===== src/hdl/flpa_ram.sv =====
// ----------------------------------------------------------------------------
// flpa_ram
// Generic single-write, single-read RAM with a registered read port.
// ----------------------------------------------------------------------------
module flpa_ram #(
	parameter int WIDTH = 8,
	parameter int DEPTH = 16
) (
	input  logic                     clk,
	input  logic                     we,
	input  logic [$clog2(DEPTH)-1:0] waddr,
	input  logic [WIDTH-1:0]         wdata,
	input  logic [$clog2(DEPTH)-1:0] raddr,
	output logic [WIDTH-1:0]         rdata
);

	logic [WIDTH-1:0] mem [DEPTH];

	always_ff @(posedge clk) begin
		if (we) begin
			mem[waddr] <= wdata;
		end
		rdata <= mem[raddr];
	end

endmodule


===== config.mk =====
export PLATFORM = sky130hd
export DESIGN_NAME = flpa_ram
export DESIGN_NICKNAME = d
export VERILOG_FILES = /design/src/hdl/flpa_ram.sv
export SDC_FILE = /design/constraint.sdc
export NUM_CORES = 1
export LEC_CHECK = 0
export BUFFER_PORTS_ARGS = -buffer_cell sky130_fd_sc_hd__buf_4
export CAP_MARGIN = 20
export CORE_UTILIZATION = 56
export DETAILED_ROUTE_END_ITERATION = 8
export PLACE_DENSITY = 0.74
export SYNTH_ARGS = -nofsm -noshare
export SYNTH_HDL_FRONTEND = slang
export SYNTH_SLANG_ARGS = --single-unit

===== constraint.sdc =====
create_clock -name clk -period 2.2 [get_ports clk]
set_clock_uncertainty 0.1 [all_clocks]
set_input_delay 0.22 -clock clk [delete_from_list [all_inputs] [get_ports clk]]
set_output_delay 0.22 -clock clk [all_outputs]
set_load 0.02 [all_outputs]

# Word-level counts from Yosys, hierarchy flattened
# Memory sizes are Yosys's and may differ from the RTL's. A register that Yosys moved wholly into a read port is not among the register bits.
# Cells that the tools add are included.
# totals
ff_bits	0
latch_bits	0
mem_bits_rw	128
mem_bits_ro	0
in_bits	18
word_cells	3
mem_count	1
# op_classes
addsub	0
n_mul	0
div_mod_pow	0
order_cmp	0
eq_ne	0
shifts	0
mux	2
bitwise	0
reduce_logical	0
# mem_list
name	words	word_bits	read_ports	rd_clocked_by_memory_dff	wr	line	rtl
mem	16	8	1	1	1	17	logic [WIDTH-1:0] mem [DEPTH];
# op_table
op	count
1-bit two-way mux	2

# Longest topological paths before layout
# Gate-level depths: netlist (run 1).
# logic_depth
word_depth	2
mapped_depth	5

# Worst setup path after synthesis (run 1)
# OpenSTA, ideal clock, no wires.
# synth_path
path_type	input port to flip-flop
startpoint	input waddr[2]
endpoint	memory mem[0][0] (enable)
setup_time_ns	0.383
t_arrival_ns	1.330
required_time_ns	1.717
setup_slack_ns	0.387
path_stages	2
cell_sequence	or3b_2 > nor3_1
# synth_lines
item	line	rtl
from (decl)	11	input logic [$clog2(DEPTH)-1:0] waddr,
to (decl)	17	
# Straight into the memory's write port.

==> metrics.txt, run 1 <==
status complete, but fails checks; violated checks design-rule violations; Synth top cells by count edfxtp_1, mux4_2, a22oi_1, mux4_1, nor2_1; placer congestion estimate 0.738; crit share post-route 69.7%; clock buffer depth 2; hold slack 0.120 ns; die area 9580 sq um; WL met3 551 um; CP Class flop to flop; Hold Crit Start waddr[3]; Syn Nets 247; f_max 0.652 GHz; post-synthesis instance area 5150 sq um; Via density 6.13; Clk network pwr share 48.2%; final slew viol count 0; sequential area share after synthesis 77.8%; final antenna-violating net count 0; clock root cell clkbuf_8; Syn Inst Count 229; Layout area overhead 21.4%; share of cells above drive strength 1 31.4%; Worst Setup SP mem[2][5]; Power Dens Cells 996 nW/um^2; port bufs 25; CP arrival 1.83 ns; Starting DRT DRC Count 244; initial antenna violation count 0; RSZ-0062 raised after global routing false; GRT Util Overall 23.1%; library cells used by synthesis 19; CTS clk-pin slew, worst paths 0.06 ns; Power Total 6230 uW; placed wire-length estimate 6170 um; number of global-route vias before repair 2,582; global-route wire length before repair 15,300 um; final hold violation count 0; Worst EP required 2.50 ns; count leader, synth edfxtp_1; # setup viols final 0; class of the worst hold path input port to flop; average cell area after synthesis 22.5 sq um; CTS Buf Count 17; # diodes 0; met1 WL 4160 um; max cap viols 0; Post-synth EDFFs 128; Sw Ratio 21.2%; Cell Rows 34; largest net degree at the start of global routing 33; nets 308; clock tree sinks 136; Clk Latency, worst-skew pair 0.52 ns; Final Non-Filler Cells 411; Lkg Pwr 0.00216 uW; TritonCTS clock tree built; cell taking the most area after synthesis edfxtp_1; Crit. End Element flop; Setup crit start kind flop; Comb power frac 5.0%; sequential power share 46.8%; chip width 97.9 um; Rel. slew slack 54.2%; H-tree depth 4; I/O pin count 26; Overflow after GRT 0; placed cells 371; FF+latch count, synth 136; Pre-Repair DR Iteration Count 7; Ys Warns 0; Die Ht 97.9 um; Synth area leaders edfxtp_1, mux4_2, mux4_1; cell-internal power 4910 uW; post-synth top area share 74.7%; Routed WL per cell 24.4 um; Post-CTS Resized 0; core area 8810 sq um; drc violations 1; fillers 522; DRT Wirelength 10,000 um; Worst-Margin Slew 0.684 ns; worst reg2reg path startpoint mem[2][5]; VDD IR max 0.000595 V; Vias 2,520; routed length on met2 5150 um; CP Max Fanout 1; asr flop ratio synth 0%; Switch Pwr 1320 uW; Main synth FF type edfxtp_1; Setup TNS 0 ns; Top Layer Used met4; Starting Density 58.5%; min Tclk post-route 1.53 ns
## registers in the layout, summed over array words and instances, names as in the netlist
register,cells
mem,128
rdata,8
## placed cells by master (no fill, tap or decap), drive strengths merged
| cell type | n |
|---|---|
| mux4 | 32 |
| bufinv | 4 |
| nand3 | 1 |
| nor2b | 1 |
| dfxtp | 8 |
| or3b | 1 |
| nand2 | 9 |
| nor3 | 4 |
| nand2b | 2 |
| nand3b | 2 |
| edfxtp | 128 |
| and2 | 1 |
| nor2 | 13 |
| and2b | 1 |
| buf | 44 |
| dlygate4sd3 | 8 |
| inv | 5 |
| clkbuf | 17 |
| clkinv | 6 |
| a22oi | 16 |
## critical path, cell delays in order, from the launching register on
cell and delay (ns):
edfxtp_1 0.38, mux4_1 0.50, a22oi_1 0.35, nand2_1 0.09
## metrics by stage
step	instance area (sq um)	util, %	setup WS [ns]
3_3_place_gp	5540	62.9	0.370
5_1_grt	6250	71.0	0.645
2_1_floorplan	5150	-	0.387
6_report	6250	71.0	0.667
3_5_place_dp	5540	62.9	0.350
4_1_cts	6250	71.0	0.732
## kinds of logic (layout without fill, tap and decap cells)
| group | after synthesis | count (layout) | synth area share [%] |
|---|---|---|---|
| buf+inv | 10 | 84 | 1.68 |
| simple gates | 35 | 35 | 3.18 |
| compound gates | 16 | 16 | 2.33 |
| mux | 32 | 32 | 15.0 |
| flops | 136 | 136 | 77.8 |
## power groups by stage
stage | logic (uW) | registers (uW) | clock network (uW)
floorplan | 147 | 2980 | 0
global placement | 294 | 2970 | 0
detailed placement | 303 | 2970 | 0
CTS | 316 | 2920 | 3020
global route | 332 | 2920 | 3120
finish | 313 | 2910 | 3000
## cell type report
type / instances / area [sq um] / share of cell area [%]
flip-flops and latches: 136 / 4000 / 64.1
multi-input cells: 83 / 1060 / 16.9
repair buffers: 52 / 423 / 6.77
clock buffers: 17 / 414 / 6.63
clock inverters: 15 / 215 / 3.44
well taps: 108 / 135 / 2.16
## final timing paths
path	to	slack [ns]	cells past startpoint
min reg2reg	rdata[5]	0.57	3
max	rdata[5]	0.67	3
min	mem[3][7]	0.12	3
max reg2reg	rdata[5]	0.67	3
## per-layer routing
layer  GRT usage [%]  vias to the layer above
li1                -                     1094
met1            30.4                     1319
met2            37.4                       92
met3            5.51                       15
met4            10.0                        0
met5               0                        -
## what timing repair did
item / CTS / global route
hold endpoints to repair: 128 / 0
hold buffers: 8 / 0
endpoints found under the setup margin: 0 / 0
setup buffers: 0 / 0
(Power assumes the default switching activity.)
==> run 2, diff against run 1 <==
--- a/config.mk
+++ b/config.mk
@@ -7,7 +7,7 @@
 export LEC_CHECK = 0
 export BUFFER_PORTS_ARGS = -buffer_cell sky130_fd_sc_hd__buf_4
 export CAP_MARGIN = 20
-export CORE_UTILIZATION = 56
+export CORE_UTILIZATION = 54
 export DETAILED_ROUTE_END_ITERATION = 8
 export PLACE_DENSITY = 0.74
 export SYNTH_ARGS = -nofsm -noshare
==> constraint.sdc (replaced) <==
create_clock -name clk -period 1.4 [get_ports clk]
set_clock_uncertainty 0.1 [all_clocks]
set_input_delay 0.14 -clock clk [delete_from_list [all_inputs] [get_ports clk]]
set_output_delay 0.14 -clock clk [all_outputs]
set_load 0.02 [all_outputs]
==> run 2 against run 1 <==
Effect of this change:
- global-route usage decreased by 0.61 points
- critical path depth unchanged
- register-to-register slack got worse by 0.64 ns
- worst setup slack got worse by 0.64 ns
- the flow now finishes without violations
- critical path type unchanged
- sequential power increased by 57%
- clock power increased by 61%
- non-clock buffer count increased by 12
- routed wire length decreased by 2.1%
- final cell count increased by 8.0%
- largest cell class unchanged
- power increased by 60%
- fmax increased by 11%
==> metrics.txt, run 2 (same netlist as run 1, synthesis figures left out) <==
status finished, final reports clean; Crit. End Element flop; Sw Ratio 19.0% (-2.1 points); drc violations 0 (-1); CP max-delay cell mux4_1; design area 6430 sq um (+3.0%); placed wire-length estimate 6380 um (+3.3%); CP Class flop to flop; CTS Buf Count 17 (unchanged); min Tclk post-route 1.38 ns (-0.157 ns); Cell Area, Placed 5700 sq um (+2.8%); chip width 99.6 um (+1.8%); port bufs 25 (unchanged); Pre-Repair DR Iteration Count 4 (-3); die area 9930 sq um (+3.6%); most frequent cells in the layout edfxtp_1, buf_4, mux4_2, clkbuf_16, nor2_1; Clk Latency, worst-skew pair 0.51 ns (about the same); hold slack 0.0361 ns (-0.0841 ns); placer congestion estimate 0.843 (+14%); core area 9240 sq um (+4.9%); multi-input combinational cell area 1080 sq um (+2.5%); H-tree depth 4 (unchanged); initial antenna violation count 0 (unchanged); crit share post-route 98.3% (+29 points); Setup Buffers After CTS 0 (unchanged); Switch Pwr 1890 uW (+44%); final slew viol count 0 (unchanged); fillers 569 (+9.0%); Final Non-Filler Cells 444 (+8.0%); most common cell after layout, fill and taps aside edfxtp_1; clock buffer depth 2 (unchanged); placed cells 404 (+8.9%); max cap viols 0 (unchanged); CTS clk-pin slew, worst paths 0.06 ns (about the same); TritonCTS clock tree built; DRT Wirelength 9830 um (-2.1%); Place WS -0.214 ns (-0.564 ns); nets 320 (+3.9%); share of cells above drive strength 1 39.7% (+8.3 points); Comb power frac 5.4% (+0.4 points); Worst EP required 1.70 ns (-0.80 ns); CP max stage delay 0.55 ns (+0.05 ns); Rel. slew slack 42.2% (-12 points); # setup viols final 0 (unchanged); I/O pin count 26 (unchanged); Die Ht 99.6 um (+1.8%); final antenna-violating net count 0 (unchanged); f_max 0.727 GHz (+11%); CP arrival 1.68 ns (-0.15 ns); Final Worst Setup Slack 0.0243 ns (-0.643 ns); final hold violation count 0 (unchanged); Clk network pwr share 48.5% (+0.3 points); Register Area 4000 sq um (unchanged); largest register by flop count mem; Starting DRT DRC Count 190 (-22%); Cell Rows 35 (+2.9%); largest net degree at the start of global routing 19 (-42%); Layout area overhead 25.0%; global-route wire length before repair 15,100 um (-1.7%); cell-internal power 8050 uW (+64%); GRT Util Overall 22.5% (-0.61 points); RSZ-0062 raised after global routing true; Routed WL per cell 22.1 um (-9.4%); crit path buf inv count 0 (unchanged); cell family with most CP delay multiplexers; VDD IR max 0.000918 V (+54%); Lkg Pwr 0.00220 uW (+1.8%); biggest regs mem x128, rdata x8; class of the worst hold path input port to flop; sequential power share 46.1% (-0.7 points); clock root cell clkbuf_8; Power Dens Cells 1550 nW/um^2 (+55%); Starting Density 55.7% (-2.7 points); Setup crit start kind flop; CP Max Fanout 1 (unchanged); clock tree sinks 136 (unchanged); # diodes 0 (unchanged); max reg flops 128 (unchanged); Overflow after GRT 0 (unchanged); number of global-route vias before repair 2,631 (+1.9%); Vias 2,517 (-0.12%); critical-path cell list mux4_1, a22oi_1, nand2_1; Worst-Margin Slew 0.865 ns (+0.181 ns); Via density 5.67 (-7.5%)
==> run 2: changes by cell type in the layout (fill, tap and decap cells not counted), sizes merged <==
cell,before,now
clkinv,6,5
clkbuf,17,19
clkinvlp,0,2
inv,5,0
buf,44,56
bufinv,4,6
==> run 2: tightest hold or removal path, cell delays in order <==
cell and delay (ns):
buf_4 0.13, nor3_2 0.06, buf_4 0.15
==> run 2: power by group through the flow <==
stage	logic [uW]	registers (uW)	clock network [uW]
detailed placement	503	4670	0
global route	585	4590	5070
finish	542	4580	4820
global placement	486	4660	0
floorplan	232	4690	0
CTS	533	4580	4890
==> run 2: layout make-up <==
cell class                      count  area share (%)
Timing Repair Buffer               64            8.36
Clock inverter                     13            3.52
Multi-Input combinational cell     83            16.8
Clock buffer                       19            6.55
Tap cell                          129            2.51
Sequential cell                   136            62.2
==> run 2: worst paths after layout <==
check | from | end | slack [ns] | cells after the start
max reg2reg | mem[5][3] | rdata[3] | 0.02 | 3
max | mem[5][3] | rdata[3] | 0.02 | 3
min reg2reg | mem[15][3] | rdata[3] | 0.57 | 3
min | waddr[1] | mem[4][7] | 0.04 | 3
==> run 2: timing repair <==
item,4_1_cts,5_1_grt
endpoints found under the setup margin,3,8
gates resized for setup,4,14
hold endpoints to repair,128,0
cloned,0,0
pin swaps,1,2
hold buffers,8,0
==> run 2: per-layer routing <==
| metal | part of all wire [%] | GRT usage [%] | wire length (um) | vias to the layer above |
|---|---|---|---|---|
| met4 | 1.6 | 9.95 | 157 | 0 |
| met2 | 52 | 36.8 | 5060 | 87 |
| met1 | 42 | 28.4 | 4100 | 1306 |
| li1 | - | - | - | 1109 |
| met3 | 5.2 | 6.39 | 508 | 15 |
| met5 | 0 | 0 | 0 | - |
==> run 2: through the flow <==
stage	utilization, %	TNS (ns)	total power, uW
global placement	61.6	-3.67	5150
floorplan	-	-3.26	4920
global route	69.6	-0.0633	10200
detailed placement	61.6	-5.58	5170
finish	69.6	0	9950
CTS	69.6	0	10000
