**src/hdl/flpa_pkg.sv**
```systemverilog
// ----------------------------------------------------------------------------
// flpa_pkg
// Shared types, sizes and codes for the free-list pool allocator.
// ----------------------------------------------------------------------------
package flpa_pkg;

	localparam int ENTRIES = 1024;
	localparam int IDX_W   = $clog2(ENTRIES);
	localparam int POOL_W  = $clog2(ENTRIES + 1);
	localparam int SUM_W   = POOL_W + 1;
	// link word: end-of-list mark on top of an entry index
	localparam int LINK_W  = IDX_W + 1;
	localparam logic [LINK_W-1:0] END_LINK = {1'b1, {IDX_W{1'b0}}};

	localparam int SIZE_W  = 16;
	localparam int CHUNK_W = 11;
	localparam int CNT_W   = 32;
	localparam int HANDLE_W = 10;
	localparam int FIDX_W  = 10;
	localparam int DATA_W  = 32;
	localparam int ADDR_W  = 4;

	localparam logic [1:0] REG_OBJECT_SIZE  = 2'd0;
	localparam logic [1:0] REG_START_CHUNK  = 2'd1;
	localparam logic [1:0] REG_EXPAND_CHUNK = 2'd2;
	localparam logic [1:0] REG_MAX_POOL     = 2'd3;

	localparam logic [SIZE_W-1:0]  RST_OBJECT_SIZE  = 16'd64;
	localparam logic [CHUNK_W-1:0] RST_START_CHUNK  = 11'd64;
	localparam logic [CHUNK_W-1:0] RST_EXPAND_CHUNK = 11'd32;
	localparam logic [CHUNK_W-1:0] RST_MAX_POOL     = 11'd1024;

	localparam logic [1:0] STAT_OK       = 2'd0;
	localparam logic [1:0] STAT_OVERSIZE = 2'd1;
	localparam logic [1:0] STAT_LIMIT    = 2'd2;
	localparam logic [1:0] STAT_NULL     = 2'd3;

	localparam logic ACT_ALLOC = 1'b0;
	localparam logic ACT_FREE  = 1'b1;

	typedef struct packed {
		logic [SIZE_W-1:0]  object_size;
		logic [CHUNK_W-1:0] start_chunk;
		logic [CHUNK_W-1:0] expand_chunk;
		logic [CHUNK_W-1:0] max_pool;
	} cfg_t;

	typedef struct packed {
		logic              we;
		logic [IDX_W-1:0]  waddr;
		logic [LINK_W-1:0] wdata;
		logic [IDX_W-1:0]  raddr;
	} mem_req_t;

	typedef enum logic [1:0] {
		ST_IDLE,
		ST_EVAL,
		ST_GROW,
		ST_SETTLE
	} state_t;

	typedef enum logic [1:0] {
		OP_RESP,
		OP_GROW,
		OP_POP,
		OP_PUSH
	} op_t;

endpackage

```
**src/hdl/flpa_regs.sv**
```systemverilog
// ----------------------------------------------------------------------------
// flpa_regs
// APB configuration registers: object size, chunk sizes and pool limit.
// ----------------------------------------------------------------------------
module flpa_regs (
	input  logic                        clk,
	input  logic                        arst_n,
	input  logic                        psel,
	input  logic                        penable,
	input  logic                        pwrite,
	input  logic [flpa_pkg::ADDR_W-1:0] paddr,
	input  logic [flpa_pkg::DATA_W-1:0] pwdata,
	output logic [flpa_pkg::DATA_W-1:0] prdata,
	output logic                        pready,
	output flpa_pkg::cfg_t              cfg
);

	flpa_pkg::cfg_t cfg_q;
	logic           wr_en;
	logic [1:0]     reg_idx;

	assign pready  = 1'b1;
	assign wr_en   = psel & penable & pwrite & pready;
	assign reg_idx = paddr[3:2];
	assign cfg     = cfg_q;

	always_ff @(posedge clk or negedge arst_n) begin
		if (!arst_n) begin
			cfg_q.object_size  <= flpa_pkg::RST_OBJECT_SIZE;
			cfg_q.start_chunk  <= flpa_pkg::RST_START_CHUNK;
			cfg_q.expand_chunk <= flpa_pkg::RST_EXPAND_CHUNK;
			cfg_q.max_pool     <= flpa_pkg::RST_MAX_POOL;
		end else if (wr_en) begin
			case (reg_idx)
				flpa_pkg::REG_OBJECT_SIZE: begin
					cfg_q.object_size <= pwdata[flpa_pkg::SIZE_W-1:0];
				end
				flpa_pkg::REG_START_CHUNK: begin
					cfg_q.start_chunk <= pwdata[flpa_pkg::CHUNK_W-1:0];
				end
				flpa_pkg::REG_EXPAND_CHUNK: begin
					cfg_q.expand_chunk <= pwdata[flpa_pkg::CHUNK_W-1:0];
				end
				flpa_pkg::REG_MAX_POOL: begin
					cfg_q.max_pool <= pwdata[flpa_pkg::CHUNK_W-1:0];
				end
				default: begin
				end
			endcase
		end
	end

	always_comb begin
		case (reg_idx)
			flpa_pkg::REG_OBJECT_SIZE: begin
				prdata = flpa_pkg::DATA_W'(cfg_q.object_size);
			end
			flpa_pkg::REG_START_CHUNK: begin
				prdata = flpa_pkg::DATA_W'(cfg_q.start_chunk);
			end
			flpa_pkg::REG_EXPAND_CHUNK: begin
				prdata = flpa_pkg::DATA_W'(cfg_q.expand_chunk);
			end
			flpa_pkg::REG_MAX_POOL: begin
				prdata = flpa_pkg::DATA_W'(cfg_q.max_pool);
			end
			default: begin
				prdata = '0;
			end
		endcase
	end

endmodule

```
**config.mk**
```make
export PLATFORM = sky130hd
export DESIGN_NAME = flpa_regs
export DESIGN_NICKNAME = d
export VERILOG_FILES = /design/src/hdl/flpa_pkg.sv /design/src/hdl/flpa_regs.sv
export SDC_FILE = /design/constraint.sdc
export NUM_CORES = 1
export LEC_CHECK = 0
export BUFFER_PORTS_ARGS = -buffer_cell sky130_fd_sc_hd__buf_2
export CAP_MARGIN = 15
export CORE_ASPECT_RATIO = 1.1
export CORE_MARGIN = 5
export CORE_UTILIZATION = 49
export CTS_BUF_LIST = sky130_fd_sc_hd__clkbuf_8 sky130_fd_sc_hd__clkbuf_16
export DETAILED_ROUTE_END_ITERATION = 6
export PLACE_DENSITY_LB_ADDON = 0.2
export RECOVER_POWER = 25
export SLEW_MARGIN = 25
export SYNTH_ARGS = -nofsm -noshare
export SYNTH_HDL_FRONTEND = slang
export SYNTH_SLANG_ARGS = --single-unit
```
**constraint.sdc**
```tcl
create_clock -name clk -period 3.9 [get_ports clk]
set_clock_uncertainty 0.2 [all_clocks]
set_input_delay 0.78 -clock clk [delete_from_list [all_inputs] [get_ports clk]]
set_output_delay 0.78 -clock clk [all_outputs]
set_load 0.02 [all_outputs]
```
# After elaboration in Yosys (flattened, before gate mapping)
# Cells that the tools add are included.
[op_classes] addsub=0 multipliers=0 n_div=0 magnitude_cmp=0 n_eq_ne=3 n_shift=0 muxes=1 bitwise=2 reduce_logical=5
[op_table] cell="$pmux W32 S4" n=1
[op_table] cell="$reduce_and A2 Y1" n=4
[op_table] cell="$eq A2 B2 Y1 const B" n=2
[op_table] cell="$and A1 B1 Y1" n=2
[op_table] cell="$eq A2 B1 Y1 const B" n=1
[op_table] cell="$logic_not A2 Y1" n=1
[word_totals] reg_bits=49 latchBits=0 ram_bits=0 mem_bits_ro=0 input_bits=41 output_inout_bits=82 elab_cells=15 n_memories=0

# Depth between registers and ports, before layout
[logic_depth] ltp_word=3 depth_mapped=5 mapped_depth_nobuf=3

# Worst setup path after synthesis
# Ideal clock, no wire load.
[synth_timing] path_kind="input to output" start="input port paddr[2] (netlist bit)" end="output port prdata[0] (netlist bit)" arrival_ps=1692 required_ps=2920 setup_slack_ps=1228 path_stages=3 path_buffers=2 cell_sequence="buf_6 -> buf_4 -> mux4_2"
[synth_between] elab_chain_len=2 elab_cells_between_ends=5 cone_classes="eq/ne: 3; mux: 1; reduce/logical: 1"
[synth_lines] item="start, declared" line_no="flpa_regs.sv:11" text="input logic [flpa_pkg::ADDR_W-1:0] paddr,"
[synth_lines] item="$eq A2 B2 Y1, or another cell as far along" line_no="flpa_regs.sv:54" text="case (reg_idx)"
[synth_lines] item="$pmux W32 S4 *" line_no="flpa_regs.sv:54"
[synth_lines] item="end, declared" line_no="flpa_regs.sv:13" text="output logic [flpa_pkg::DATA_W-1:0] prdata,"
# Every way passes the cells marked *; elsewhere a longest branch is shown, timed or not. The select of a mux whose other input is x is not followed.

# Worst setup path in the final report
[layout_timing] start="input port paddr[2] (netlist bit)" end="output port prdata[9] (netlist bit)"
# The elaborated chain is that of the path after synthesis.

==> impl_metrics.prom <==
# TYPE chip_impl_metric gauge
chip_impl_info{name="most-common-layout-cells",value="sky130_fd_sc_hd__buf_2, sky130_fd_sc_hd__dfrtp_1, sky130_fd_sc_hd__mux2_2"} 1
chip_impl_metric{name="timing_hold_violations_final",unit=""} 0
chip_impl_metric{name="dp_hpwl",unit="µm"} 3670
chip_impl_metric{name="latest_clock_arrival_within_the_worst_skew_pair",unit="ns"} 0.29
chip_impl_metric{name="initial_utilization",unit="%"} 50.9
chip_impl_metric{name="detail_route.iter0.violations",unit=""} 80
chip_impl_metric{name="worst_slew_slack_as_a_fraction_of_its_limit",unit="%"} 45.1
chip_impl_metric{name="synthesis.instances",unit=""} 149
chip_impl_metric{name="grt_usage",unit="%"} 16.7
chip_impl_info{name="slowest_stage",value="sky130_fd_sc_hd__mux4_1"} 1
chip_impl_metric{name="layout-area-overhead-vs-synth",unit="%"} 19.2
chip_impl_metric{name="cell_count_final_fillers_out",unit=""} 291
chip_impl_metric{name="final.hold.worst_slack",unit="ns"} 0.292
chip_impl_metric{name="critical_path_required",unit="ns"} 2.92
chip_impl_metric{name="buffer_ports.inserted",unit=""} 87
chip_impl_metric{name="die_w",unit="µm"} 76.5
chip_impl_metric{name="floorplan.io_pins",unit=""} 123
chip_impl_metric{name="die-height",unit="µm"} 83.2
chip_impl_metric{name="powerDensity",unit="mW/mm²"} 560
chip_impl_metric{name="antennaDiodeCount",unit=""} 0
chip_impl_metric{name="cts_buffers",unit=""} 5
chip_impl_info{name="timing.critical_path.cells",value="buf_2 > mux4_1 > buf_2"} 1
chip_impl_metric{name="maximum_number_of_pins_on_one_net_before_global_route_repair",unit=""} 50
chip_impl_metric{name="synth-seq-area-share",unit="%"} 51.6
chip_impl_info{name="cts_tree",value="built"} 1
chip_impl_metric{name="dp_slack",unit="ns"} 0.868
chip_impl_metric{name="drt_wl_total",unit="µm"} 5020
chip_impl_info{name="critical_path.endpoint_type",value="output port"} 1
chip_impl_metric{name="largest_register_ff_count",unit=""} 49
chip_impl_metric{name="number_of_antenna_violating_nets_in_the_routed_design",unit=""} 0
chip_impl_metric{name="ys_warn_count",unit=""} 0
chip_impl_metric{name="cp_num_buf_inv",unit=""} 2
chip_impl_metric{name="tightestPinTransition",unit="ns"} 0.820
chip_impl_metric{name="synthesis.area",unit="mm²"} 0.00239
chip_impl_metric{name="timing.max_cap.violations",unit=""} 0
chip_impl_info{name="crit_path_start_kind",value="input port"} 1
chip_impl_metric{name="yosys-mux-area-fraction",unit="%"} 35.2
chip_impl_metric{name="leakage",unit="nW"} 1.45
chip_impl_metric{name="synth-seq-cells",unit=""} 49
chip_impl_metric{name="dpl.cell_count",unit=""} 284
chip_impl_metric{name="peakVddDrop",unit="mV"} 0.293
chip_impl_metric{name="final_cell_area",unit="mm²"} 0.00285
chip_impl_metric{name="grt_pass1_vias",unit=""} 1604
chip_impl_metric{name="core_area",unit="mm²"} 0.00468
chip_impl_metric{name="row_count",unit=""} 26
chip_impl_metric{name="setup_viol",unit=""} 0
chip_impl_metric{name="grt_overflow_total",unit=""} 0
chip_impl_metric{name="timing.final.max_slew_violations",unit=""} 0
chip_impl_metric{name="final.period_utilization",unit="%"} 76.5
chip_impl_metric{name="synth_compound_gate_area_share",unit="%"} 0
chip_impl_metric{name="vias_per_cell",unit=""} 5.00
chip_impl_metric{name="tritoncts_num_sinks",unit=""} 49
chip_impl_metric{name="synth_simple_gate_area_share",unit="%"} 4.40
chip_impl_metric{name="post_route_worst_setup_slack",unit="ns"} 0.916
chip_impl_metric{name="die_area",unit="mm²"} 0.00637
chip_impl_info{name="setup.worst_path.start",value="paddr[2]"} 1
chip_impl_metric{name="post_synth_xor_area_fraction",unit="%"} 0
chip_impl_info{name="clock_tree_root_driver_cell",value="sky130_fd_sc_hd__clkbuf_8"} 1
chip_impl_metric{name="ctsResizeCount",unit=""} 0
chip_impl_info{name="layout_commonest_cell",value="sky130_fd_sc_hd__buf_2"} 1
chip_impl_metric{name="drc_errors",unit=""} 0
chip_impl_metric{name="wire_length_of_the_first_global_routing_pass",unit="µm"} 8550
chip_impl_info{name="outcome",value="complete, no violations"} 1
chip_impl_metric{name="num_vias",unit=""} 1455
chip_impl_metric{name="max_clock_freq",unit="GHz"} 0.335
chip_impl_metric{name="cts.htree.levels",unit=""} 2
chip_impl_metric{name="finalSetupTns",unit="ns"} 0
chip_impl_metric{name="layout.filler_cells",unit=""} 392
chip_impl_metric{name="dr.pass1.iters",unit=""} 3
chip_impl_metric{name="nNetsFinal",unit=""} 276
chip_impl_metric{name="number_of_buffers_added_to_fix_hold_violations_after_cts",unit=""} 0
chip_impl_info{name="synth_top_family_by_area",value="multiplexers"} 1
chip_impl_metric{name="cts_post_setup_buffers_inserted",unit=""} 0
chip_impl_metric{name="gp_congestion",unit=""} 0.692
chip_impl_metric{name="max_buffers_root_to_sink",unit=""} 2
chip_impl_metric{name="synthesis.area_per_instance",unit="µm²"} 16.0
chip_impl_info{name="critical_path_class",value="input port to output port"} 1
chip_impl_metric{name="synth.distinct_cells",unit=""} 19
chip_impl_info{name="crit_family",value="buffers and inverters"} 1
chip_impl_metric{name="detailed_place.area",unit="mm²"} 0.00277
chip_impl_metric{name="post-route-min-period",unit="ns"} 2.98
chip_impl_info{name="unrepaired_setup_endpoints_after_global_routing",value="no"} 1
chip_impl_info{name="r2r-start",value="cfg[12]$_DFFE_PN0P_"} 1
chip_impl_metric{name="timing.critical_path.arrival",unit="ns"} 2.00
chip_impl_info{name="hp-class",value="input port to async pin"} 1
chip_impl_metric{name="avgRoutedWirePerCell",unit="µm"} 17.2
chip_impl_metric{name="clock_pin_slew_of_the_registers_on_the_worst_case_setup_and_hold_paths",unit="ns"} 0.08
chip_impl_metric{name="worst-path-max-fanout",unit=""} 15
chip_impl_metric{name="grt_antenna_before_repair",unit=""} 0
chip_impl_metric{name="final_layout_size_suffix_gt1_share",unit="%"} 69.4
chip_impl_metric{name="critical_path.max_stage_delay",unit="ns"} 0.61
chip_impl_info{name="crit_path_frequent_cell",value="sky130_fd_sc_hd__buf_2"} 1
chip_impl_metric{name="synth_adder_area_share",unit="%"} 0
==> area by class of cell <==
type                            count  area, µm²  share of cell area, %
Sequential cell                    49       1230                   43.3
Multi-Input combinational cell     89       1010                   35.5
Timing Repair Buffer               89        453                   15.9
Clock inverter                      2       8.76                  0.308
Tap cell                           56       70.1                   2.46
Clock buffer                        5       68.8                   2.42
Inverter                            1       3.75                  0.132
==> report_power, final <==
part	switching (mW)	internal, mW	total (mW)
Sequential	0.0863	0.634	0.720
Combinational	0.339	0.261	0.600
Clock	0.153	0.120	0.273
==> cell usage after synthesis <==
| library cell | number | area (µm²) |
|---|---|---|
| sky130_fd_sc_hd__mux4_1 | 1 | 26.3 |
| sky130_fd_sc_hd__conb_1 | 2 | 7.51 |
| sky130_fd_sc_hd__mux4_2 | 10 | 225 |
| sky130_fd_sc_hd__buf_4 | 20 | 150 |
| sky130_fd_sc_hd__and2_1 | 5 | 31.3 |
| sky130_fd_sc_hd__buf_8 | 1 | 15.0 |
| sky130_fd_sc_hd__dfrtp_1 | 45 | 1130 |
| sky130_fd_sc_hd__inv_1 | 1 | 3.75 |
| sky130_fd_sc_hd__mux2_4 | 10 | 150 |
| sky130_fd_sc_hd__buf_2 | 2 | 10.0 |
| sky130_fd_sc_hd__nor3_2 | 1 | 10.0 |
| sky130_fd_sc_hd__nand3_2 | 1 | 10.0 |
| sky130_fd_sc_hd__or2_4 | 1 | 8.76 |
| sky130_fd_sc_hd__dfstp_2 | 4 | 105 |
| sky130_fd_sc_hd__mux2_2 | 39 | 439 |
| sky130_fd_sc_hd__nor2_1 | 2 | 7.51 |
| sky130_fd_sc_hd__buf_6 | 2 | 22.5 |
| sky130_fd_sc_hd__nand4_4 | 1 | 21.3 |
| sky130_fd_sc_hd__nor3_4 | 1 | 16.3 |
==> path summary, 6_finish.rpt <==
path	end	slack, ns	depth (start not counted)
min in group clk	cfg[44]$_DFFE_PN0P_	0.32	1
min	cfg[46]$_DFFE_PN0P_	0.29	1
min reg2reg	cfg[44]$_DFFE_PN0P_	0.32	1
max reg2reg	cfg[12]$_DFFE_PN0P_	2.91	1
max	prdata[9]	0.92	3
max in group asynchronous	cfg[42]$_DFFE_PN0P_	2.80	1
==> routing by layer <==
metal,track usage (%),routed length [µm],part of all wire [%],vias up
met3,5.95,406,8.1,4
met5,0,0,0,-
met1,21.2,2060,41,720
met2,27.6,2510,50,60
met4,3.34,38,0.76,0
li1,-,-,-,671
==> kinds of logic (layout without fill, tap and decap cells) <==
family / Yosys count / after routing
flip-flops: 49 / 49
multiplexers: 60 / 60
AND/OR/NAND/NOR: 12 / 12
other: 2 / 17
buffers and inverters: 26 / 97
==> metrics by stage <==
stage / total power, mW / utilization, %
CTS: 1.62 / 60.7
global route: 1.70 / 60.7
global placement: 1.33 / 59.0
floorplan: 1.13 / -
finish: 1.59 / 60.7
detailed placement: 1.34 / 59.1
(Power assumes the default switching activity.)
