**src/hdl/flpa_pkg.sv**
```systemverilog
// ----------------------------------------------------------------------------
// flpa_pkg
// Shared types, sizes and codes for the free-list pool allocator.
// ----------------------------------------------------------------------------
package flpa_pkg;

	localparam int ENTRIES = 1024;
	localparam int IDX_W   = $clog2(ENTRIES);
	localparam int POOL_W  = $clog2(ENTRIES + 1);
	localparam int SUM_W   = POOL_W + 1;
	// link word: end-of-list mark on top of an entry index
	localparam int LINK_W  = IDX_W + 1;
	localparam logic [LINK_W-1:0] END_LINK = {1'b1, {IDX_W{1'b0}}};

	localparam int SIZE_W  = 16;
	localparam int CHUNK_W = 11;
	localparam int CNT_W   = 32;
	localparam int HANDLE_W = 10;
	localparam int FIDX_W  = 10;
	localparam int DATA_W  = 32;
	localparam int ADDR_W  = 4;

	localparam logic [1:0] REG_OBJECT_SIZE  = 2'd0;
	localparam logic [1:0] REG_START_CHUNK  = 2'd1;
	localparam logic [1:0] REG_EXPAND_CHUNK = 2'd2;
	localparam logic [1:0] REG_MAX_POOL     = 2'd3;

	localparam logic [SIZE_W-1:0]  RST_OBJECT_SIZE  = 16'd64;
	localparam logic [CHUNK_W-1:0] RST_START_CHUNK  = 11'd64;
	localparam logic [CHUNK_W-1:0] RST_EXPAND_CHUNK = 11'd32;
	localparam logic [CHUNK_W-1:0] RST_MAX_POOL     = 11'd1024;

	localparam logic [1:0] STAT_OK       = 2'd0;
	localparam logic [1:0] STAT_OVERSIZE = 2'd1;
	localparam logic [1:0] STAT_LIMIT    = 2'd2;
	localparam logic [1:0] STAT_NULL     = 2'd3;

	localparam logic ACT_ALLOC = 1'b0;
	localparam logic ACT_FREE  = 1'b1;

	typedef struct packed {
		logic [SIZE_W-1:0]  object_size;
		logic [CHUNK_W-1:0] start_chunk;
		logic [CHUNK_W-1:0] expand_chunk;
		logic [CHUNK_W-1:0] max_pool;
	} cfg_t;

	typedef struct packed {
		logic              we;
		logic [IDX_W-1:0]  waddr;
		logic [LINK_W-1:0] wdata;
		logic [IDX_W-1:0]  raddr;
	} mem_req_t;

	typedef enum logic [1:0] {
		ST_IDLE,
		ST_EVAL,
		ST_GROW,
		ST_SETTLE
	} state_t;

	typedef enum logic [1:0] {
		OP_RESP,
		OP_GROW,
		OP_POP,
		OP_PUSH
	} op_t;

endpackage

```
**src/hdl/flpa_ctrl.sv**
```systemverilog
// ----------------------------------------------------------------------------
// flpa_ctrl
// Sequencer for the allocator: evaluates an item, grows the pool one link a
// cycle, pops and pushes the free list kept in the link memory.
// ----------------------------------------------------------------------------
module flpa_ctrl (
	input  logic                          clk,
	input  logic                          arst_n,
	input  logic                          start,
	input  logic                          action,
	input  logic [flpa_pkg::SIZE_W-1:0]   request_size,
	input  logic [flpa_pkg::FIDX_W-1:0]   free_index,
	input  logic                          free_null,
	input  flpa_pkg::cfg_t                cfg,
	input  logic [flpa_pkg::LINK_W-1:0]   rd_data,
	output flpa_pkg::mem_req_t            mem,
	output logic                          busy,
	output logic                          done,
	output logic [flpa_pkg::HANDLE_W-1:0] handle,
	output logic [1:0]                    status,
	output logic [flpa_pkg::POOL_W-1:0]   pool_size,
	output logic [flpa_pkg::CNT_W-1:0]    alloc_count,
	output logic [flpa_pkg::CNT_W-1:0]    free_count
);

	localparam int IDX_W  = flpa_pkg::IDX_W;
	localparam int POOL_W = flpa_pkg::POOL_W;
	localparam int SUM_W  = flpa_pkg::SUM_W;

	flpa_pkg::state_t state_q, state_d;
	flpa_pkg::op_t    op;
	logic [1:0]       resp_status;

	// latched item
	logic                         act_q;
	logic [flpa_pkg::SIZE_W-1:0]  req_q;
	logic [IDX_W-1:0]             fidx_q;
	logic                         fnull_q;

	// list and pool state
	logic [IDX_W-1:0]          head_q;
	logic                      nonempty_q;
	logic [POOL_W-1:0]         pool_q;
	logic [flpa_pkg::CNT_W-1:0] allocs_q;
	logic [flpa_pkg::CNT_W-1:0] frees_q;
	logic                      started_q;
	logic                      grown_q;

	// growth sequencing
	logic [POOL_W-1:0] base_q;
	logic [POOL_W-1:0] n_q;
	logic [POOL_W-1:0] cnt_q;
	logic              init_q;

	logic                       done_q;
	logic [flpa_pkg::HANDLE_W-1:0] handle_q;
	logic [1:0]                 status_q;

	logic                         accept;
	logic [flpa_pkg::CHUNK_W-1:0] grow_n;
	logic [SUM_W-1:0]             grow_total;
	logic                         grow_fail;
	logic [POOL_W-1:0]            cnt_inc;
	logic                         grow_last;
	logic                         grow_finish;
	logic [IDX_W-1:0]             grow_addr;

	assign accept     = start & (state_q == flpa_pkg::ST_IDLE);
	assign grow_n     = started_q ? cfg.expand_chunk : cfg.start_chunk;
	assign grow_total = SUM_W'(pool_q) + SUM_W'(grow_n);
	assign grow_fail  = (grow_total > SUM_W'(cfg.max_pool)) ||
		(grow_total > SUM_W'(flpa_pkg::ENTRIES));

	assign cnt_inc     = POOL_W'(cnt_q + POOL_W'(1));
	assign grow_last   = (cnt_inc == n_q);
	assign grow_finish = (n_q == '0) || grow_last;
	assign grow_addr   = IDX_W'(base_q + cnt_q);

	// decision taken in the evaluation cycle
	always_comb begin
		op          = flpa_pkg::OP_RESP;
		resp_status = flpa_pkg::STAT_OK;
		if (!started_q) begin
			if (grow_fail) begin
				resp_status = flpa_pkg::STAT_LIMIT;
			end else begin
				op = flpa_pkg::OP_GROW;
			end
		end else if (act_q == flpa_pkg::ACT_ALLOC) begin
			if (req_q > cfg.object_size) begin
				resp_status = flpa_pkg::STAT_OVERSIZE;
			end else if (nonempty_q) begin
				op = flpa_pkg::OP_POP;
			end else if (grown_q || grow_fail) begin
				// an empty growth cannot supply a block either
				resp_status = flpa_pkg::STAT_LIMIT;
			end else begin
				op = flpa_pkg::OP_GROW;
			end
		end else begin
			if (fnull_q) begin
				resp_status = flpa_pkg::STAT_NULL;
			end else begin
				op = flpa_pkg::OP_PUSH;
			end
		end
	end

	always_comb begin
		state_d = state_q;
		case (state_q)
			flpa_pkg::ST_IDLE: begin
				if (accept) begin
					state_d = flpa_pkg::ST_EVAL;
				end
			end
			flpa_pkg::ST_EVAL: begin
				if (op == flpa_pkg::OP_GROW) begin
					state_d = flpa_pkg::ST_GROW;
				end else begin
					state_d = flpa_pkg::ST_IDLE;
				end
			end
			flpa_pkg::ST_GROW: begin
				if (grow_finish) begin
					state_d = flpa_pkg::ST_SETTLE;
				end
			end
			flpa_pkg::ST_SETTLE: begin
				// link memory read at the new head lands for the next evaluation
				state_d = flpa_pkg::ST_EVAL;
			end
			default: begin
				state_d = flpa_pkg::ST_IDLE;
			end
		endcase
	end

	always_comb begin
		busy      = (state_q != flpa_pkg::ST_IDLE);
		mem.raddr = head_q;
		mem.we    = 1'b0;
		mem.waddr = grow_addr;
		mem.wdata = grow_last ? flpa_pkg::END_LINK :
			{1'b0, IDX_W'(base_q + cnt_inc)};
		case (state_q)
			flpa_pkg::ST_GROW: begin
				mem.we = (n_q != '0);
			end
			flpa_pkg::ST_EVAL: begin
				if (op == flpa_pkg::OP_PUSH) begin
					mem.we    = 1'b1;
					mem.waddr = fidx_q;
					mem.wdata = nonempty_q ? {1'b0, head_q} : flpa_pkg::END_LINK;
				end
			end
			default: begin
			end
		endcase
	end

	always_ff @(posedge clk or negedge arst_n) begin
		if (!arst_n) begin
			state_q <= flpa_pkg::ST_IDLE;
		end else begin
			state_q <= state_d;
		end
	end

	always_ff @(posedge clk) begin
		if (accept) begin
			act_q   <= action;
			req_q   <= request_size;
			fidx_q  <= free_index[IDX_W-1:0];
			fnull_q <= free_null;
		end
		if ((state_q == flpa_pkg::ST_EVAL) && (op == flpa_pkg::OP_GROW)) begin
			base_q <= pool_q;
			n_q    <= POOL_W'(grow_n);
			init_q <= !started_q;
		end
		if (state_q == flpa_pkg::ST_GROW) begin
			cnt_q <= cnt_inc;
		end else begin
			cnt_q <= '0;
		end
		if ((state_q == flpa_pkg::ST_EVAL) && (op != flpa_pkg::OP_GROW)) begin
			status_q <= resp_status;
			handle_q <= (op == flpa_pkg::OP_POP) ? head_q : '0;
		end
	end

	always_ff @(posedge clk or negedge arst_n) begin
		if (!arst_n) begin
			head_q     <= '0;
			nonempty_q <= 1'b0;
			pool_q     <= '0;
			allocs_q   <= '0;
			frees_q    <= '0;
			started_q  <= 1'b0;
			grown_q    <= 1'b0;
			done_q     <= 1'b0;
		end else begin
			done_q <= 1'b0;
			if (accept) begin
				grown_q <= 1'b0;
			end
			case (state_q)
				flpa_pkg::ST_EVAL: begin
					done_q <= (op != flpa_pkg::OP_GROW);
					case (op)
						flpa_pkg::OP_POP: begin
							if (rd_data[IDX_W]) begin
								nonempty_q <= 1'b0;
								head_q     <= '0;
							end else begin
								head_q <= rd_data[IDX_W-1:0];
							end
							allocs_q <= allocs_q + flpa_pkg::CNT_W'(1);
						end
						flpa_pkg::OP_PUSH: begin
							head_q     <= fidx_q;
							nonempty_q <= 1'b1;
							frees_q    <= frees_q + flpa_pkg::CNT_W'(1);
						end
						default: begin
						end
					endcase
				end
				flpa_pkg::ST_GROW: begin
					if (grow_finish) begin
						if (n_q != '0) begin
							head_q     <= IDX_W'(base_q);
							nonempty_q <= 1'b1;
						end
						pool_q <= POOL_W'(base_q + n_q);
						if (init_q) begin
							started_q <= 1'b1;
						end else begin
							grown_q <= 1'b1;
						end
					end
				end
				default: begin
				end
			endcase
		end
	end

	assign done        = done_q;
	assign handle      = handle_q;
	assign status      = status_q;
	assign pool_size   = pool_q;
	assign alloc_count = allocs_q;
	assign free_count  = frees_q;

	a_done_after_eval: assert property (@(posedge clk) disable iff (!arst_n)
		done_q |-> $past(state_q == flpa_pkg::ST_EVAL))
		else $error("result beat without an evaluation cycle");

	a_no_write_idle: assert property (@(posedge clk) disable iff (!arst_n)
		(state_q == flpa_pkg::ST_IDLE || state_q == flpa_pkg::ST_SETTLE) |-> !mem.we)
		else $error("link memory written outside growth or push");

	a_pool_bound: assert property (@(posedge clk) disable iff (!arst_n)
		SUM_W'(pool_q) <= SUM_W'(flpa_pkg::ENTRIES))
		else $error("pool grew past the link memory depth");

	a_grow_exit: assert property (@(posedge clk) disable iff (!arst_n)
		(state_q == flpa_pkg::ST_GROW) |=>
		(state_q == flpa_pkg::ST_GROW || state_q == flpa_pkg::ST_SETTLE))
		else $error("growth left without the settle cycle");

endmodule

```
**config.mk**
```make
export PLATFORM = sky130hd
export DESIGN_NAME = flpa_ctrl
export DESIGN_NICKNAME = d
export VERILOG_FILES = /design/src/hdl/flpa_pkg.sv /design/src/hdl/flpa_ctrl.sv
export SDC_FILE = /design/constraint.sdc
export NUM_CORES = 1
export LEC_CHECK = 0
export BUFFER_PORTS_ARGS = -buffer_cell sky130_fd_sc_hd__clkbuf_2
export CAP_MARGIN = 20
export CORE_MARGIN = 2
export CORE_UTILIZATION = 49
export CTS_CLUSTER_SIZE = 16
export DETAILED_ROUTE_END_ITERATION = 10
export PLACE_DENSITY = 0.77
export SLEW_MARGIN = 20
export SYNTH_ARGS = -nofsm -noshare
export SYNTH_HDL_FRONTEND = slang
export SYNTH_SLANG_ARGS = --single-unit
```
**constraint.sdc**
```tcl
create_clock -name clk -period 5.4 [get_ports clk]
set_clock_uncertainty 0.05 [all_clocks]
set_input_delay 0.81 -clock clk [delete_from_list [all_inputs] [get_ports clk]]
set_output_delay 0.81 -clock clk [all_outputs]
set_load 0.01 [all_outputs]
```
== After elaboration in Yosys (flattened, before gate mapping) ==
Index checks and enable logic that the tools add are counted.

* Register bits after elaboration: 165
* Input bits: 91
* Output and inout bits: 121
* Word-level logic and storage cells: 100

* Add/subtract/negate cells: 7
* Magnitude comparators: 3
* Equality and inequality tests: 13
* Multiplexer cells: 39
* Bitwise logic cells: 1
* Reductions and logical operators: 18

{| class="wikitable"
|+ Operator list
! kind !! count
|-
| 32-bit by 1-bit adder with 32-bit output (second input constant) || 2
|-
| 10-bit case mux with 2 select lines || 2
|-
| 11-bit 2-to-1 mux || 3
|-
| 10-bit 2-to-1 mux || 3
|-
| 2-bit 2-to-1 mux || 15
|-
| 22-bit 2-to-1 mux || 1
|-
| 21-bit 2-to-1 mux || 1
|-
| 10-bit adder || 2
|-
| 16-bit > comparator || 1
|-
| 11-bit by 11-bit adder with 12-bit output || 1
|-
| 12-bit by 11-bit > comparator with 1-bit output || 1
|-
| 12-bit by 11-bit > comparator with 1-bit output (second input constant) || 1
|-
| 11-bit by 1-bit adder with 11-bit output (second input constant) || 1
|-
| 11-bit adder || 1
|-
| 11-bit == test || 1
|-
| 11-bit zero test || 1
|-
| 11-bit nonzero test || 1
|-
| 1-bit 2-to-1 mux || 10
|-
| 2-bit == test (second input constant) || 4
|-
| 2-bit case mux with 4 select lines || 1
|-
| 2-bit AND reduction || 4
|-
| 2-bit inequality test (second input constant) || 3
|-
| 1-bit case mux with 2 select lines || 3
|-
| 5-bit AND reduction || 1
|-
| other kinds (12) || 17
|}

== Longest topological paths before layout ==
* Depth after elaboration: 13
* Mapped depth: 17
* Mapped depth without buffers: 16

== Worst setup path before layout ==
Ideal clock, no wire load.

* Kind: input port to flip-flop
* From: input port cfg[11] (netlist name)
* To: register base_q[0], enable pin
* Arrival: 4.789 ns
* Setup slack: 0.158 ns
* Stages on the path: 15
* Path through: mux2_2 ha_1 fa_1 a21o_1 a221oi_2 a21oi_1 xnor2_1 ha_1 o21ai_0 nand2b_1 a21oi_1 o31ai_1 a311oi_1 nand3_1 nor2_1

* Cells in the longest elaborated chain, start to end: 12
* Elaborated cells on any way between the ends: 14
* Classes of those cells: 1 x add/sub; 2 x order compare; 1 x eq/ne; 7 x mux; 3 x reduce/logical

{| class="wikitable"
|+ Ends and longest elaborated chain
! item !! line !! text
|-
| from (decl) || flpa_ctrl.sv:14 || <nowiki>input flpa_pkg::cfg_t cfg,</nowiki>
|-
| 11-bit 2-to-1 mux * || flpa_ctrl.sv:69 || <nowiki>assign grow_n = started_q ? cfg.expand_chunk : cfg.start_chunk;</nowiki>
|-
| 11-bit by 11-bit adder with 12-bit output * || flpa_ctrl.sv:70 || <nowiki>assign grow_total = SUM_W'(pool_q) + SUM_W'(grow_n);</nowiki>
|-
| 12-bit by 11-bit > comparator with 1-bit output, on equally long branches || flpa_ctrl.sv:71, flpa_ctrl.sv:72 ||
|-
| 1-bit logical OR * || flpa_ctrl.sv:71 || <nowiki>assign grow_fail = (grow_total > SUM_W'(cfg.max_pool)) ||</nowiki>
|-
| 1-bit logical OR || flpa_ctrl.sv:94 || <nowiki>end else if (grown_q || grow_fail) begin</nowiki>
|-
| 1-bit 2-to-1 mux || flpa_ctrl.sv:94 ||
|-
| 2-bit 2-to-1 mux || flpa_ctrl.sv:92 || <nowiki>end else if (nonempty_q) begin</nowiki>
|-
| 2-bit 2-to-1 mux || flpa_ctrl.sv:90 || <nowiki>if (req_q > cfg.object_size) begin</nowiki>
|-
| 2-bit 2-to-1 mux || flpa_ctrl.sv:89 || <nowiki>end else if (act_q == flpa_pkg::ACT_ALLOC) begin</nowiki>
|-
| 2-bit 2-to-1 mux * || flpa_ctrl.sv:83 || <nowiki>if (!started_q) begin</nowiki>
|-
| 2-bit by 1-bit == test with 1-bit output * || flpa_ctrl.sv:177 || <nowiki>if ((state_q == flpa_pkg::ST_EVAL) && (op == flpa_pkg::OP_GROW)) begin</nowiki>
|-
| 1-bit logical AND * || flpa_ctrl.sv:177 ||
|-
| to (signal assigned) || flpa_ctrl.sv:178 || <nowiki>base_q <= pool_q;</nowiki>
|-
| to (decl) || flpa_ctrl.sv:50 || <nowiki>logic [POOL_W-1:0] base_q;</nowiki>
|}

Every way passes the cells marked *; elsewhere a longest branch is shown, timed or not.
A chain may end at the register's enable or synchronous reset.

== Final worst setup path ==
* From: register started_q
* To: register base_q[7], enable pin

* Cells in the longest elaborated chain, start to end: 12
* Elaborated cells on any way between the ends: 14
* Classes of those cells: 1 x add/sub; 2 x order compare; 1 x eq/ne; 7 x mux; 3 x reduce/logical

{| class="wikitable"
|+ Ends and longest elaborated chain
! item !! line !! text
|-
| from (decl) || flpa_ctrl.sv:46 || <nowiki>logic started_q;</nowiki>
|-
| from (signal assigned) || flpa_ctrl.sv:200 || <nowiki>started_q <= 1'b0;</nowiki>
|-
| from (signal assigned) || flpa_ctrl.sv:238 || <nowiki>started_q <= 1'b1;</nowiki>
|-
| 11-bit 2-to-1 mux * || flpa_ctrl.sv:69 ||
|-
| via grow_n, one bit || flpa_ctrl.sv:60 || <nowiki>logic [flpa_pkg::CHUNK_W-1:0] grow_n;</nowiki>
|-
| 11-bit by 11-bit adder with 12-bit output * || flpa_ctrl.sv:70 ||
|-
| 12-bit by 11-bit > comparator with 1-bit output, on equally long branches || flpa_ctrl.sv:71, flpa_ctrl.sv:72 ||
|-
| 1-bit logical OR * || flpa_ctrl.sv:71 ||
|-
| 1-bit logical OR || flpa_ctrl.sv:94 ||
|-
| 1-bit 2-to-1 mux || flpa_ctrl.sv:94 ||
|-
| 2-bit 2-to-1 mux || flpa_ctrl.sv:92 ||
|-
| 2-bit 2-to-1 mux || flpa_ctrl.sv:90 ||
|-
| 2-bit 2-to-1 mux || flpa_ctrl.sv:89 ||
|-
| 2-bit 2-to-1 mux * || flpa_ctrl.sv:83 ||
|-
| 2-bit by 1-bit == test with 1-bit output * || flpa_ctrl.sv:177 ||
|-
| 1-bit logical AND * || flpa_ctrl.sv:177 ||
|}

Mark *: on every way through the listed nets, which the timed path passes. The rest lies on a longest branch.

==> results.md <==
Critical path:
- Walking the worst path, the cells encountered are buf_4 -> mux2_2 -> ha_1 -> a21o_1 -> a41oi_2 -> o21ai_2 -> o311ai_0 -> xnor2_1 -> ha_1 -> a22oi_1 -> o211ai_1 -> nor2_1 -> o31ai_1 -> a311oi_1 -> buf_4 -> nand3_1 -> nor2_2 -> buf_4.
- The total buffers and inverters traversed by the critical path is 3.
- STA classifies the critical path endpoint as a flip-flop.
- At the worst endpoint, the required time is 5.48 ns.
- Among all stages on the critical path, the largest delay is contributed by sky130_fd_sc_hd__o311ai_0.
- By startpoint and endpoint, the worst setup path is classified as reg2reg.
- The kind of launch point of the worst setup path is a flip-flop.
- In this design, the largest share of critical-path delay is due to compound AO/OA/AOI/OAI gates.
- At the worst endpoint, the arrival time is 4.70 ns.
- The worst stage delay on the critical path is 0.53 ns.
- The maximum fanout encountered on the critical timing path is 15.
- The cell that appears most often on the critical path is sky130_fd_sc_hd__buf_4.

Power and ir drop:
- Dividing total power by cell area gives a power density of 328 nW/um^2.
- The analysis attributes to cell leakage a power of 0.00561 uW.
- The maximum resistive drop on vdd is 0.000238 V.

Run status:
- The run finished with clean final reports.

Floorplan:
- In this run the horizontal extent of the chip is 145 um.
- The boundary pin count is 212.
- The vertical extent of the die is 145 um.
- The total die area is 20,900 um^2.
- The floorplan step defined a core boundary enclosing 19,400 um^2.
- The initial core utilization is 49.9%.
- Row generation in the floorplan step produced 51 rows.

Detailed routing:
- The number of nets still failing antenna checks after routing is 0.
- The total DRC errors in the routed layout is 0.
- Summing over every cut layer, the via total after detailed routing is 7,699.
- The detailed-route wire length is 24,400 um.
- In this run, the number of DRC markers left after iteration 0 of detailed routing was 425.
- The average detailed-routed wire length per instance is 17.5 um.
- After detailed routing, the number of vias per cell comes to 5.51.
- The length of the first detailed-routing pass in iterations is 8.

Layout:
- The top cell types in the final layout, fill and taps aside, are sky130_fd_sc_hd__clkbuf_2, sky130_fd_sc_hd__dfrtp_1, sky130_fd_sc_hd__ha_1, sky130_fd_sc_hd__xnor2_1, sky130_fd_sc_hd__inv_1.
- Summing all flip-flop and latch instances after layout gives 4390 um^2.
- For this run, the share of the core covered by cells in the final layout is 60.0%.
- The layout overhead on the synthesized area is 20.2%.
- The final standard cell area without fillers is 11,600 um^2.
- The count of inserted antenna diode cells is 0.
- The filler cell count in the final layout is 1,705.
- The proportion of layout cells with a drive suffix above 1 is 26.4%.
- The most common cell after layout, fill and taps aside is sky130_fd_sc_hd__clkbuf_2.
- At the end of the flow, the number of nets in the layout was 1,287.
- The area of the multi-input gates is 4920 um^2.

Clock tree:
- Buffers inserted during clock tree synthesis total 17.
- Clock-pin slew was measured on the worst setup and hold paths at 0.07 ns.
- The H-tree was split into 4 levels.
- Counting along the longest clock path gives a buffer depth of 2.
- TritonCTS built the clock tree.
- The clock latency on the worst-skew pair is 0.44 ns.
- The quantity of hold-fixing buffers added after cts is 0.
- The buffer count from post-CTS setup fixing is 0.
- The tree is rooted in a sky130_fd_sc_hd__clkbuf_16.
- The clock drives 165 sinks.
- The number of resized instances in the post-cts repair step is 0.

Synthesis:
- The post-synthesis instance total is 907.
- After synthesis, the netlist uses 84 different library cells.
- The flip-flop and latch count after synthesis is 165.
- When the netlist entered floorplanning its net count stood at 1,074.
- After synthesis, flip-flops and latches occupy 45.3% of the total area.
- The dominant register cell in the synthesized netlist is sky130_fd_sc_hd__dfrtp_1.
- The average size of a mapped cell is 10.7 um^2.
- In this run, synthesis inferred 63 flip-flops with an integrated enable.
- Of all flip-flops after synthesis, the portion carrying an async set or reset was 55.2%.
- The synthesized netlist occupies a cell area of 9680 um^2.
- Yosys printed 0 warnings.

Placed design:
- The number of buffer cells added on primary ports is 211.
- The placed instances occupy a cell area of 11,000 um^2.
- Once detailed placement completed, the half-perimeter wirelength came to 19,100 um.
- At the end of routability-driven placement, the weighted congestion stood at 0.913.

GRT:
- The number of global-route vias before repair is 7,667.
- The initial antenna violation count is 0.
- The pin count of the biggest net entering global routing is 54.
- The first-pass GRT wire length is 38,600 um.
- Global routing finished with a remaining overflow of 0.
- Across every metal layer, demand over resource in global routing totals 23.8%.

Timing:
- For this run, the top clock speed supported by timing is 216 MHz.
- The number of hold-slack violations in the final timing report is 0.
- Across all hold checks on the routed design, the worst slack comes to 0.274 ns.
- Measured against its own limit, the worst slew margin works out to 31.6%.
- Setup repair after global routing left no endpoint under its margin.
- Setup violations remaining at the end of the flow were counted as 0.
- The number of pins with negative max-slew slack in the final report came to 0.
- For the pin with the worst max-slew slack, the measured transition is 1.02 ns.
- The final setup TNS is 0 ns.
- The worst path in the final design needs a cycle of 4.63 ns, including I/O delays and setup.
- The final critical path takes up 85.7% of the cycle.

Hold path:
- The min-delay analysis places its worst path in the category in2async.

Run:
- The max capacitance violation total is 0.
[stage by stage]
step                      worst slack [ns]  power, uW  instances
after global routing                 0.443       3990       1398
after detailed placement             0.520       2550       1366
after CTS                            0.764       3830       1398
after global placement               0.612       2520       1366
after floorplan                      0.158       2200        907
final                                0.775       3820       1398
[power breakdown]
part           switching [uW]  leakage (uW)  internal, uW
combinational             564       0.00339           373
clock                     545      0.000307           732
sequential                119       0.00192          1480
total                    1230       0.00561          2590
[metal layers]
| layer | wire [um] | global-route usage (%) | part of all wire (%) | vias to the layer above |
|---|---|---|---|---|
| met5 | 0 | 0 | 0 | - |
| met4 | 518 | 6.85 | 2.1 | 0 |
| met3 | 1820 | 5.23 | 7.4 | 33 |
| met2 | 11800 | 41.2 | 48 | 268 |
| met1 | 10300 | 30.1 | 42 | 3696 |
| li1 | - | - | - | 3702 |
[layout make-up]
class	count	share of cell area [%]
Clock buffer	20	4.30
Clock inverter	12	1.06
Inverter	67	2.16
Multi-Input combinational cell	650	42.3
Sequential cell	165	37.7
Tap cell	265	2.85
Timing Repair Buffer	219	9.61
[final timing paths]
check / slack [ns] / cells after the start / to / start
min in group clk: 0.41 / 1 / grown_q$_DFF_PN0_ / init_q$_DFFE_PP_
max in group asynchronous: 3.91 / 2 / pool_size[7]$_DFFE_PN0P_ / arst_n
setup reg to reg: 0.77 / 18 / base_q[7]$_DFFE_PP_ / started_q$_DFFE_PN0P_
hold / removal: 0.27 / 1 / free_count[25]$_DFFE_PN0P_ / arst_n
setup / recovery: 0.77 / 18 / base_q[7]$_DFFE_PP_ / started_q$_DFFE_PN0P_
hold reg to reg: 0.41 / 1 / grown_q$_DFF_PN0_ / init_q$_DFFE_PP_
[cells by family after synthesis]
logic type / after synthesis / share of synthesized area, %
AO/OA/AOI/OAI: 155 / 11.4
XOR/XNOR: 111 / 10.5
adder cells (fa/ha/maj): 76 / 10.1
buffers and inverters: 92 / 3.83
flip-flops: 165 / 45.3
multiplexers: 25 / 2.87
AND/OR/NAND/NOR: 283 / 16.0
[sequential cells by signal, summed over array words and instances (netlist names), 2 cells and up]
signal / flops
status: 2
base_q: 11
handle: 10
n_q: 11
alloc_count: 32
state_q: 2
pool_size: 11
fidx_q: 10
head_q: 10
free_count: 32
req_q: 16
cnt_q: 11
[synth_stat cells (3+ instances only)]
cell type	instances	area share (%)
sky130_fd_sc_hd__a21boi_0	3	0.23
sky130_fd_sc_hd__a21o_1	10	0.78
sky130_fd_sc_hd__a21oi_1	51	2.6
sky130_fd_sc_hd__a221o_1	11	1.1
sky130_fd_sc_hd__a22o_1	10	0.90
sky130_fd_sc_hd__a31oi_1	5	0.32
sky130_fd_sc_hd__and2_1	24	1.6
sky130_fd_sc_hd__and3_1	14	0.90
sky130_fd_sc_hd__and4_1	8	0.72
sky130_fd_sc_hd__buf_2	6	0.31
sky130_fd_sc_hd__clkbuf_1	13	0.50
sky130_fd_sc_hd__dfrtp_1	91	24
sky130_fd_sc_hd__dfxtp_1	11	2.3
sky130_fd_sc_hd__edfxtp_1	63	20
sky130_fd_sc_hd__fa_1	4	0.83
sky130_fd_sc_hd__ha_1	72	9.3
sky130_fd_sc_hd__inv_1	66	2.6
sky130_fd_sc_hd__mux2_2	22	2.6
sky130_fd_sc_hd__mux2i_1	3	0.31
sky130_fd_sc_hd__nand2_1	60	2.3
sky130_fd_sc_hd__nand3_1	32	1.7
sky130_fd_sc_hd__nand4_1	26	1.7
sky130_fd_sc_hd__nor2_1	41	1.6
sky130_fd_sc_hd__nor2b_1	6	0.39
sky130_fd_sc_hd__nor3_1	30	1.6
sky130_fd_sc_hd__nor3b_1	10	0.78
sky130_fd_sc_hd__nor4_1	9	0.58
sky130_fd_sc_hd__o211ai_1	5	0.39
sky130_fd_sc_hd__o21ai_0	25	1.3
sky130_fd_sc_hd__o31ai_1	5	0.39
sky130_fd_sc_hd__xnor2_1	69	6.2
sky130_fd_sc_hd__xor2_1	39	3.5
No activity file was read; power rests on OpenSTA's default activity.
